[config.mk]
export PLATFORM = sky130hd
export DESIGN_NAME = four_channel_servo_pwm
export DESIGN_NICKNAME = d
export VERILOG_FILES = /design/src/hdl/fcsp_pkg.sv /design/src/hdl/fcsp_muldiv.sv /design/src/hdl/fcsp_outbuf.sv /design/src/hdl/four_channel_servo_pwm.sv
export SDC_FILE = /design/constraint.sdc
export NUM_CORES = 1
export LEC_CHECK = 0
export ABC_AREA = 1
export BUFFER_PORTS_ARGS = -buffer_cell sky130_fd_sc_hd__buf_2
export CAP_MARGIN = 20
export CORE_UTILIZATION = 40
export CTS_CLUSTER_DIAMETER = 100
export DETAILED_ROUTE_END_ITERATION = 10
export SLEW_MARGIN = 20
export SYNTH_ARGS = -nofsm -noshare
export SYNTH_HDL_FRONTEND = slang
export SYNTH_SLANG_ARGS = --single-unit
[constraint.sdc]
create_clock -name clk_i -period 6.8 [get_ports clk_i]
set_clock_uncertainty 0.05 [all_clocks]
set_input_delay 1.36 -clock clk_i [delete_from_list [all_inputs] [get_ports clk_i]]
set_output_delay 1.36 -clock clk_i [all_outputs]
set_load 0.02 [all_outputs]
[src/hdl/fcsp_pkg.sv]
// Shared types, constants and reset values for the four-channel servo PWM block.
`default_nettype none

package fcsp_pkg;

  localparam int unsigned CHANNELS_DEF  = 4;
  localparam int unsigned FINE_SPAN_DEF = 250;

  localparam logic [7:0]  COARSE_LIMIT_RST   = 8'd120;
  localparam logic [15:0] COMPARE_MAX_RST    = 16'd2000;
  localparam logic [15:0] COMPARE_OFFSET_RST = 16'd1000;
  localparam logic [15:0] FULL_SCALE_RST     = 16'd20000;

  typedef enum logic [1:0] {
    OP_SAMPLE = 2'd0,
    OP_TICK   = 2'd1,
    OP_CTRL   = 2'd2
  } op_e;

  typedef enum logic [1:0] {
    REG_COARSE_LIMIT   = 2'd0,
    REG_COMPARE_MAX    = 2'd1,
    REG_COMPARE_OFFSET = 2'd2,
    REG_FULL_SCALE     = 2'd3
  } cfg_reg_e;

  typedef enum logic [1:0] {
    ST_IDLE,
    ST_ISSUE,
    ST_WAIT
  } ctl_state_e;

  typedef enum logic [1:0] {
    MD_IDLE,
    MD_MUL,
    MD_DIV,
    MD_DONE
  } md_state_e;

  typedef struct packed {
    logic [1:0] opcode;
    logic [7:0] ctrl_bits;
    logic [7:0] fine_count;
  } in_item_t;

  typedef struct packed {
    logic [3:0]  pwm_out;
    logic [15:0] period_count;
  } out_item_t;

  typedef struct packed {
    logic        start;
    logic [15:0] time_val;
    logic [15:0] span;
    logic [15:0] divisor;
  } md_req_t;

  typedef struct packed {
    logic        done;
    logic [31:0] quotient;
  } md_rsp_t;

endpackage

`default_nettype wire

[src/hdl/fcsp_muldiv.sv]
// Bit-serial multiply then restoring divide: quotient = time * span / divisor.
`default_nettype none

module fcsp_muldiv import fcsp_pkg::*; (
  input  wire logic    clk_i,
  input  wire logic    rst_ni,
  input  wire md_req_t req_i,
  output md_rsp_t      rsp_o
);

  md_state_e   state_q, state_d;
  logic [4:0]  cnt_q, cnt_d;
  logic [31:0] acc_q, acc_d;
  logic [15:0] rem_q, rem_d;

  logic [16:0] mul_sum;
  logic [16:0] div_sh;
  logic [17:0] div_diff;
  logic        div_ge;

  always_comb begin
    state_d = state_q;
    unique case (state_q)
      MD_IDLE: if (req_i.start) state_d = MD_MUL;
      MD_MUL:  if (cnt_q == 5'd0) state_d = MD_DIV;
      MD_DIV:  if (cnt_q == 5'd0) state_d = MD_DONE;
      MD_DONE: state_d = MD_IDLE;
      default: state_d = MD_IDLE;
    endcase
  end

  // shift-add: one multiplier bit per cycle; restoring divide: one quotient bit per cycle
  always_comb begin
    mul_sum  = {1'b0, acc_q[31:16]} + (acc_q[0] ? {1'b0, req_i.span} : 17'd0);
    div_sh   = {rem_q, acc_q[31]};
    div_diff = {1'b0, div_sh} - {2'b00, req_i.divisor};
    div_ge   = ~div_diff[17];
    cnt_d    = cnt_q;
    acc_d    = acc_q;
    rem_d    = rem_q;
    unique case (state_q)
      MD_IDLE: begin
        if (req_i.start) begin
          acc_d = {16'd0, req_i.time_val};
          cnt_d = 5'd15;
        end
      end
      MD_MUL: begin
        acc_d = {mul_sum, acc_q[15:1]};
        cnt_d = cnt_q - 5'd1;
        if (cnt_q == 5'd0) begin
          cnt_d = 5'd31;
          rem_d = 16'd0;
        end
      end
      MD_DIV: begin
        acc_d = {acc_q[30:0], div_ge};
        rem_d = div_ge ? div_diff[15:0] : div_sh[15:0];
        cnt_d = cnt_q - 5'd1;
      end
      default: ;
    endcase
  end

  always_comb begin
    rsp_o.done     = (state_q == MD_DONE);
    rsp_o.quotient = acc_q;
  end

  always_ff @(posedge clk_i or negedge rst_ni) begin
    if (!rst_ni) begin
      state_q <= MD_IDLE;
      cnt_q   <= 5'd0;
    end else begin
      state_q <= state_d;
      cnt_q   <= cnt_d;
    end
  end

  always_ff @(posedge clk_i) begin
    acc_q <= acc_d;
    rem_q <= rem_d;
  end

endmodule

`default_nettype wire

[src/hdl/fcsp_outbuf.sv]
// Result register with a one-entry skid stage on the output channel.
`default_nettype none

module fcsp_outbuf import fcsp_pkg::*; (
  input  wire logic      clk_i,
  input  wire logic      rst_ni,
  input  wire logic      push_i,
  input  wire out_item_t push_data_i,
  output logic           skid_full_o,
  output logic           out_valid_o,
  input  wire logic      out_ready_i,
  output out_item_t      out_data_o
);

  logic      out_valid_q, out_valid_d;
  logic      skid_valid_q, skid_valid_d;
  out_item_t out_q, out_d;
  out_item_t skid_q, skid_d;
  logic      drain;

  always_comb begin
    drain        = out_valid_q && out_ready_i;
    out_valid_d  = out_valid_q;
    skid_valid_d = skid_valid_q;
    out_d        = out_q;
    skid_d       = skid_q;
    if (push_i) begin
      if (!out_valid_q || drain) begin
        out_d       = push_data_i;
        out_valid_d = 1'b1;
      end else begin
        skid_d       = push_data_i;
        skid_valid_d = 1'b1;
      end
    end else if (drain) begin
      if (skid_valid_q) begin
        out_d        = skid_q;
        skid_valid_d = 1'b0;
      end else begin
        out_valid_d = 1'b0;
      end
    end
  end

  always_ff @(posedge clk_i or negedge rst_ni) begin
    if (!rst_ni) begin
      out_valid_q  <= 1'b0;
      skid_valid_q <= 1'b0;
    end else begin
      out_valid_q  <= out_valid_d;
      skid_valid_q <= skid_valid_d;
    end
  end

  always_ff @(posedge clk_i) begin
    out_q  <= out_d;
    skid_q <= skid_d;
  end

  assign skid_full_o = skid_valid_q;
  assign out_valid_o = out_valid_q;
  assign out_data_o  = out_q;

endmodule

`default_nettype wire

[src/hdl/four_channel_servo_pwm.sv]
// Top level of the four-channel servo PWM generator.
// Requests arrive on the in channel (valid/ready) as sample, coarse-tick or control
// items; every request yields exactly one result (output levels, period count) on
// the out channel. Registers are written on the cfg channel, which is always ready,
// and must only be written while the block is idle.
// Sample and coarse-tick results are formed in the accepting cycle and loaded at the
// accepting edge into the output register, or into the skid stage if the output stalls.
// A control request steps the pulse times, then recomputes every compare value on
// one shared bit-serial multiply/divide unit, one channel after another.
// No further request is taken until it has finished.
// When the receiver stalls, one more result is held in a skid stage; after that
// in_ready_o drops until the output drains.
// Reset restores the register defaults and clears pulse times, compare values,
// the coarse counter, the output levels and the period count.
`default_nettype none

module four_channel_servo_pwm import fcsp_pkg::*; #(
  parameter int unsigned CHANNELS  = CHANNELS_DEF,
  parameter int unsigned FINE_SPAN = FINE_SPAN_DEF
) (
  input  wire logic       clk_i,
  input  wire logic       rst_ni,
  input  wire logic       in_valid_i,
  output logic            in_ready_o,
  input  wire in_item_t   in_data_i,
  output logic            out_valid_o,
  input  wire logic       out_ready_i,
  output out_item_t       out_data_o,
  input  wire logic       cfg_valid_i,
  output logic            cfg_ready_o,
  input  wire logic [1:0] cfg_index_i,
  input  wire logic [15:0] cfg_data_i
);

  localparam int unsigned ChW  = (CHANNELS > 1) ? $clog2(CHANNELS) : 1;
  localparam int unsigned LvN  = (CHANNELS < 4) ? CHANNELS : 4;
  localparam logic [8:0]  FineSpan = 9'(FINE_SPAN);
  localparam logic [ChW-1:0] LastCh = ChW'(CHANNELS - 1);

  logic [7:0]  coarse_limit_q;
  logic [15:0] compare_max_q;
  logic [15:0] compare_offset_q;
  logic [15:0] full_scale_q;

  logic [15:0] pulse_q   [CHANNELS];
  logic [15:0] compare_q [CHANNELS];
  logic [7:0]  coarse_q, coarse_d;
  logic [3:0]  levels_q, levels_d;
  logic [15:0] last_q, last_d;

  ctl_state_e     state_q, state_d;
  logic [ChW-1:0] ch_q, ch_d;

  logic      in_acc;
  op_e       op;
  logic      skid_full;
  logic      push;
  out_item_t push_data;
  logic      cmp_we;
  logic      is_last;

  logic [15:0] ctrl_ext;
  logic [8:0]  coarse_inc;
  logic [16:0] coarse_prod;
  logic [15:0] sample_count;
  logic [3:0]  sample_lv;

  md_req_t     md_req;
  md_rsp_t     md_rsp;
  logic [32:0] scaled_sum;
  logic [15:0] cmp_new;

  assign cfg_ready_o = 1'b1;

  always_ff @(posedge clk_i or negedge rst_ni) begin
    if (!rst_ni) begin
      coarse_limit_q   <= COARSE_LIMIT_RST;
      compare_max_q    <= COMPARE_MAX_RST;
      compare_offset_q <= COMPARE_OFFSET_RST;
      full_scale_q     <= FULL_SCALE_RST;
    end else if (cfg_valid_i) begin
      unique case (cfg_reg_e'(cfg_index_i))
        REG_COARSE_LIMIT:   coarse_limit_q   <= cfg_data_i[7:0];
        REG_COMPARE_MAX:    compare_max_q    <= cfg_data_i;
        REG_COMPARE_OFFSET: compare_offset_q <= cfg_data_i;
        REG_FULL_SCALE:     full_scale_q     <= cfg_data_i;
      endcase
    end
  end

  assign in_ready_o = (state_q == ST_IDLE) && !skid_full;
  assign in_acc     = in_valid_i && in_ready_o;
  assign op         = op_e'(in_data_i.opcode);

  // sample and tick requests settle in the accepting cycle
  always_comb begin
    coarse_inc   = {1'b0, coarse_q} + 9'd1;
    coarse_prod  = coarse_q * FineSpan;
    sample_count = coarse_prod[15:0] + {8'd0, in_data_i.fine_count};
    sample_lv    = 4'd0;
    for (int k = 0; k < LvN; k++) begin
      sample_lv[k] = (sample_count < compare_q[k]);
    end
    coarse_d = coarse_q;
    levels_d = levels_q;
    last_d   = last_q;
    if (in_acc) begin
      case (op)
        OP_SAMPLE: begin
          levels_d = sample_lv;
          last_d   = sample_count;
        end
        OP_TICK: begin
          if (coarse_inc > {1'b0, coarse_limit_q}) begin
            coarse_d = 8'd0;
            last_d   = 16'd0;
          end else begin
            coarse_d = coarse_inc[7:0];
          end
        end
        default: ;
      endcase
    end
  end

  always_ff @(posedge clk_i or negedge rst_ni) begin
    if (!rst_ni) begin
      coarse_q <= 8'd0;
      levels_q <= 4'd0;
      last_q   <= 16'd0;
    end else begin
      coarse_q <= coarse_d;
      levels_q <= levels_d;
      last_q   <= last_d;
    end
  end

  // up step first, then down step
  assign ctrl_ext = {8'd0, in_data_i.ctrl_bits};

  always_ff @(posedge clk_i or negedge rst_ni) begin
    if (!rst_ni) begin
      for (int k = 0; k < CHANNELS; k++) begin
        pulse_q[k]   <= 16'd0;
        compare_q[k] <= 16'd0;
      end
    end else begin
      if (in_acc && op == OP_CTRL) begin
        for (int k = 0; k < CHANNELS; k++) begin
          logic [15:0] t;
          t = pulse_q[k];
          if (ctrl_ext[2*k] && t < full_scale_q) t = t + 16'd1;
          if (ctrl_ext[2*k+1] && t != 16'd0) t = t - 16'd1;
          pulse_q[k] <= t;
        end
      end
      if (cmp_we) compare_q[ch_q] <= cmp_new;
    end
  end

  // next state
  always_comb begin
    state_d = state_q;
    unique case (state_q)
      ST_IDLE:  if (in_acc && op == OP_CTRL) state_d = ST_ISSUE;
      ST_ISSUE: state_d = ST_WAIT;
      ST_WAIT:  if (md_rsp.done) state_d = is_last ? ST_IDLE : ST_ISSUE;
      default:  state_d = ST_IDLE;
    endcase
  end

  // outputs of the sequencer
  always_comb begin
    is_last        = (ch_q == LastCh);
    md_req.start   = (state_q == ST_ISSUE);
    md_req.time_val = pulse_q[ch_q];
    md_req.span    = compare_max_q - compare_offset_q;
    md_req.divisor = full_scale_q;
    cmp_we         = (state_q == ST_WAIT) && md_rsp.done;
    ch_d           = ch_q;
    if (state_q == ST_IDLE) begin
      ch_d = '0;
    end else if (cmp_we) begin
      ch_d = is_last ? '0 : ch_q + ChW'(1);
    end
    push = (in_acc && op != OP_CTRL) || (cmp_we && is_last);
  end

  // a negative span or zero full scale always ends at the offset
  always_comb begin
    scaled_sum = {17'd0, compare_offset_q} + {1'b0, md_rsp.quotient};
    if (compare_max_q < compare_offset_q || full_scale_q == 16'd0) begin
      cmp_new = compare_offset_q;
    end else if (scaled_sum > {17'd0, compare_max_q}) begin
      cmp_new = compare_max_q;
    end else begin
      cmp_new = scaled_sum[15:0];
    end
  end

  always_ff @(posedge clk_i or negedge rst_ni) begin
    if (!rst_ni) begin
      state_q <= ST_IDLE;
      ch_q    <= '0;
    end else begin
      state_q <= state_d;
      ch_q    <= ch_d;
    end
  end

  always_comb begin
    push_data.pwm_out      = levels_d;
    push_data.period_count = last_d;
  end

  fcsp_muldiv u_muldiv (
    .clk_i  (clk_i),
    .rst_ni (rst_ni),
    .req_i  (md_req),
    .rsp_o  (md_rsp)
  );

  fcsp_outbuf u_outbuf (
    .clk_i       (clk_i),
    .rst_ni      (rst_ni),
    .push_i      (push),
    .push_data_i (push_data),
    .skid_full_o (skid_full),
    .out_valid_o (out_valid_o),
    .out_ready_i (out_ready_i),
    .out_data_o  (out_data_o)
  );

endmodule

`default_nettype wire
# Word level (Yosys, flattened, before mapping)
# Index checks and enable logic that the tools add are counted.
[op_classes] n_addsub=16 mul=1 n_lt_le_gt_ge=13 eq_ne=20 mux=57 bitwise=3 n_reduce_logical=49
[op_table] cell="2-to-1 mux 16 bit" count=22
[op_table] cell="less-than comparator 16 bit" count=9
[op_table] cell="case mux 32 bit (3 select lines)" count=1
[op_table] cell="2-to-1 mux 20 bit" count=4
[op_table] cell="adder 16 x 1 -> 16 bit, second input constant" count=4
[op_table] cell="bitwise mux 64 bit" count=1
[op_table] cell="case mux 16 bit (2 select lines)" count=2
[op_table] cell="nonzero test 16 bit" count=4
[op_table] cell="subtractor 16 x 1 -> 16 bit, second input constant" count=4
[op_table] cell="adder 16 x 32 -> 33 bit" count=1
[op_table] cell="greater-than comparator 33 x 16 -> 1 bit" count=1
[op_table] cell="binary-select mux 16 bit (select 2 bit)" count=1
[op_table] cell="demux 16 bit (select 2 bit)" count=1
[op_table] cell="2-to-1 mux 32 bit" count=1
[op_table] cell="AND reduction 2 bit" count=10
[op_table] cell="subtractor 17 x 16 -> 18 bit" count=1
[op_table] cell="adder 16 x 17 -> 17 bit" count=1
[op_table] cell="adder 16 x 8 -> 16 bit" count=1
[op_table] cell="logical AND 1 bit" count=16
[op_table] cell="logical NOT 16 bit" count=1
[op_table] cell="2-to-1 mux 2 bit" count=8
[op_table] cell="subtractor 16 bit" count=1
[op_table] cell="multiplier 8 x 7 -> 15 bit, second input constant" count=1
[op_table] cell="case mux 5 bit (3 select lines)" count=1
[op_table] cell="other kinds (25)" count=62
[totals] reg_bits=313 input_bits=41 output_inout_bits=23 word_cells=186

# Logic depth before layout (Yosys ltp)
[depth] word_depth=8 mapped_depth=31 ltp_nobuf=31

# Cells and area by module
# Synthesis repeated with hierarchy kept, for this count alone.
[unflattened] cells_unflattened=4124 hier_area_um2=28247.1
[by_module_without_submodules] module="four_channel_servo_pwm" n_inst=1 cells_per_inst=3295 area_each_um2=21893.5
[by_module_without_submodules] module="fcsp_muldiv" n_inst=1 cells_per_inst=707 area_each_um2=4760.8
[by_module_without_submodules] module="fcsp_outbuf" n_inst=1 cells_per_inst=122 area_each_um2=1592.8

# Worst setup path before layout
# Ideal clock, no wire load.
[synth_timing] path_type="register to register" from="reg coarse_q[0]" to="reg u_outbuf.out_q (netlist bit u_outbuf.out_data_o[17]) (data pin)" setup_ns=0.253 arrival_ns=5.129 slack_ns=1.368 stages_incl_launch_ff=30 path_buffers=0 cell_sequence="dfrtp_1 > fa_1 > xor2_1 > ha_1 > fa_1 > inv_1 > fa_1 > inv_1 > ha_1 > xnor2_1 > inv_1 > ha_1 > nand2_1 > o21ai_0 > a21oi_1 > nor3_1 > xor2_1 > inv_1 > ha_1 > nand2_1 > nor2_1 > o21ai_0 > o211ai_1 > nand3_1 > nand3_1 > nand2_1 > nand2_1 > nand2_1 > nand2_1 > nand2_1"
[synth_lines] element="start: declaration" line="four_channel_servo_pwm.sv:47" text="logic [7:0] coarse_q, coarse_d;"
[synth_lines] element="start signal: assignment" line="four_channel_servo_pwm.sv:132" text="coarse_q <= coarse_d;"
[synth_lines] element="end signal: assignment" line="fcsp_outbuf.sv:56" text="out_q <= out_d;"
[synth_lines] element="end: declaration" line="fcsp_outbuf.sv:17" text="out_item_t out_q, out_d;"

==> qor.csv <==
metric,value,unit
clk buf depth,3,
final period utilization,88.5,%
synth unique cells,63,
routed vias/inst,5.21,
largest net degree at the start of global routing,121,
Detailed Place HPWL,60.6,mm
setup bufs post-CTS,0,
met2 Track Usage GR,39.2,%
"EDFF count, synth",88,
Buffers on Ports,62,
Ys Warns,0,
Critical Path Max Stage Delay,570,ps
DRC,0,
# rows,95,
most used routing layer,met2,
HP Class,reg2reg,
num ports,64,
final core occ,44.1,%
layout cells sized above 1,6.39,%
Setup CP Type,reg2reg,
GR Util met3,2.47,%
clk slew on worst S/H paths,60,ps
initial antenna violation count,2,
gr usage total,23.3,%
Worst Path Required,7220,ps
height of the die,263,µm
CTS tree,done,
critical path arrival,6440,ps
highest clock rate,0.166,GHz
CP Buf/Inv Count,3,
H-tree Lvls,2,
Slew headroom,27.8,%
Nets,4219,
Core Area,67200,µm²
critical path startpoint category,register,
Mapped Nets,4201,
Fin. Hold Viols,0,
TritonCTS Buffers,41,
gr ovfl total,0,
R2R setup slack,780,ps
antenna violation net count after detailed routing,0,
first-pass GRT wire length,130,mm
Post-Route WL,80.1,mm
register area share after synthesis,30.6,%
Synth top area share,18.8,%
#FFs+latches synth,313,
status,completed,
MaxCap Viol Count,0,
RSZ-0062 raised after global routing,no,
n_diodes,0,
clock latency on the worst-skew pair,600,ps
ys async rst share,71.9,%
met1 Use GR,31.3,%
Post-Syn Area,27100,µm²
largest area contributor in the netlist,dfrtp_1,
Post-Syn Instances,3862,
"top cells by area, synth","dfrtp_1, nand2_1, ha_1",
Least-Margin Pin Slew,1080,ps
Initial Util,40.4,%
synth-to-layout area growth,9.21,%
slowest CP cell,dfrtp_1,
post-synthesis area per instance,7.03,µm²
most frequent CP cell,nand2_1,
min Tclk post-route,6020,ps
Crit. End Element,register,
vias in the first global route,23873,
Final Max Tran Viols,0,
most common flop cell mapped by yosys,dfrtp_1,
drt pass-1 iters,6,
GP Congestion,0.943,
setup_tns,0,ps
CP max FO,10,
clk sinks,313,
DR iter-0 viols,1934,
"commonest non-fill, non-tap cells in the layout","nand2_1, inv_1, ha_1",
CTS Root Cell,clkbuf_16,
Setup-failing EPs final,0,
CTS resizes,0,
DR WL/cell,16.7,µm
die area,68900,µm²
fill count,6970,
DR vias,24911,
Die Wd,263,µm
"most common cell after layout, fill and taps aside",nand2_1,
"CP delay by family, top",adder cells,
hold_buf cts,0,
worst hold margin,423,ps
## cells in the mapped netlist (all sizes together), types with 2 or more instances
master,count
a221oi,12
dfstp,21
o2111ai,3
a21oi,227
o31ai,3
xnor2,22
a211oi,6
o21a,5
o21ai,196
clkinv,2
nor4,6
and2,3
a21boi,7
clkbuf,66
nor2,272
buf,37
nand3,276
o21bai,9
a32oi,3
o211ai,7
nand2,1315
o22ai,8
or2,4
a31oi,17
nand4,110
nand3b,12
nor3,33
o311ai,2
inv,467
a21o,7
a22o,6
edfxtp,88
dfrtp,204
xor2,102
fa,26
ha,272
## through the flow
stage | setup slack, ps | cells | instance area [µm²]
finish | 779 | 4785 | 29600
global route | 214 | 4785 | 29600
CTS | 771 | 4785 | 29600
detailed placement | 784 | 4710 | 28200
global placement | 845 | 4710 | 28200
floorplan | 1370 | 3862 | 27100
## kinds of logic (layout without fill, tap and decap cells)
family	Yosys count	count (layout)	share of synthesized area, %
and+or+nand+nor	2033	2033	31.9
buffers and inverters	572	622	8.42
AOI/OAI and AO/OA	521	521	10.7
DFF	313	313	30.6
adders and majority gates	298	298	14.5
xor gates and xnor gates	124	124	4.00
other	1	1	0.0138
## path summary, 6_finish.rpt
path | to | cells after the start | startpoint
min reg2reg | state_q[0]$_DFFE_PN0P_ | 1 | state_q[0]$_DFFE_PN0P_
max reg2reg | u_outbuf.out_data_o[19]$_DFFE_PP_ | 27 | coarse_q[0]$_DFFE_PN0P_
min | state_q[0]$_DFFE_PN0P_ | 1 | state_q[0]$_DFFE_PN0P_
min in group asynchronous | pulse_q[14]$_DFFE_PN0P_ | 1 | rst_ni
max | u_outbuf.out_data_o[19]$_DFFE_PP_ | 27 | coarse_q[0]$_DFFE_PN0P_
max in group asynchronous | coarse_limit_q[2]$_DFFE_PN0P_ | 2 | rst_ni
## layer usage
layer / vias up / share of wire (%)
met2: 552 / 47
li1: 12688 / -
met3: 113 / 4.5
met5: - / 0
met1: 11558 / 46
met4: 0 / 2.8
## flip-flops by register name (all words and copies together), names as in the netlist, 2 cells and up
name and flops:
u_muldiv.state_q 2, last_q 16, u_muldiv.acc_q 32, pulse_q 64, u_muldiv.cnt_q 5, compare_q 64
u_muldiv.rem_q 16, state_q 2, levels_q 4, u_outbuf.skid_q 20, compare_offset_q 16, ch_q 2
compare_max_q 16, full_scale_q 16, coarse_q 8, coarse_limit_q 8, u_outbuf.out_data_o 20
## cell type report
| type | instances | area (µm²) | share of cell area [%] |
|---|---|---|---|
| flip-flops and latches | 313 | 8300 | 28.0 |
| clock inverters | 20 | 289 | 0.975 |
| clock buffers | 55 | 1150 | 3.88 |
| inverters | 469 | 1760 | 5.94 |
| repair buffers | 78 | 453 | 1.53 |
| multi-input cells | 2977 | 16600 | 56.0 |
| well taps | 873 | 1090 | 3.68 |
Power is not shown: default switching activity piles up to over one toggle a cycle in this logic, so the estimate is an artifact.
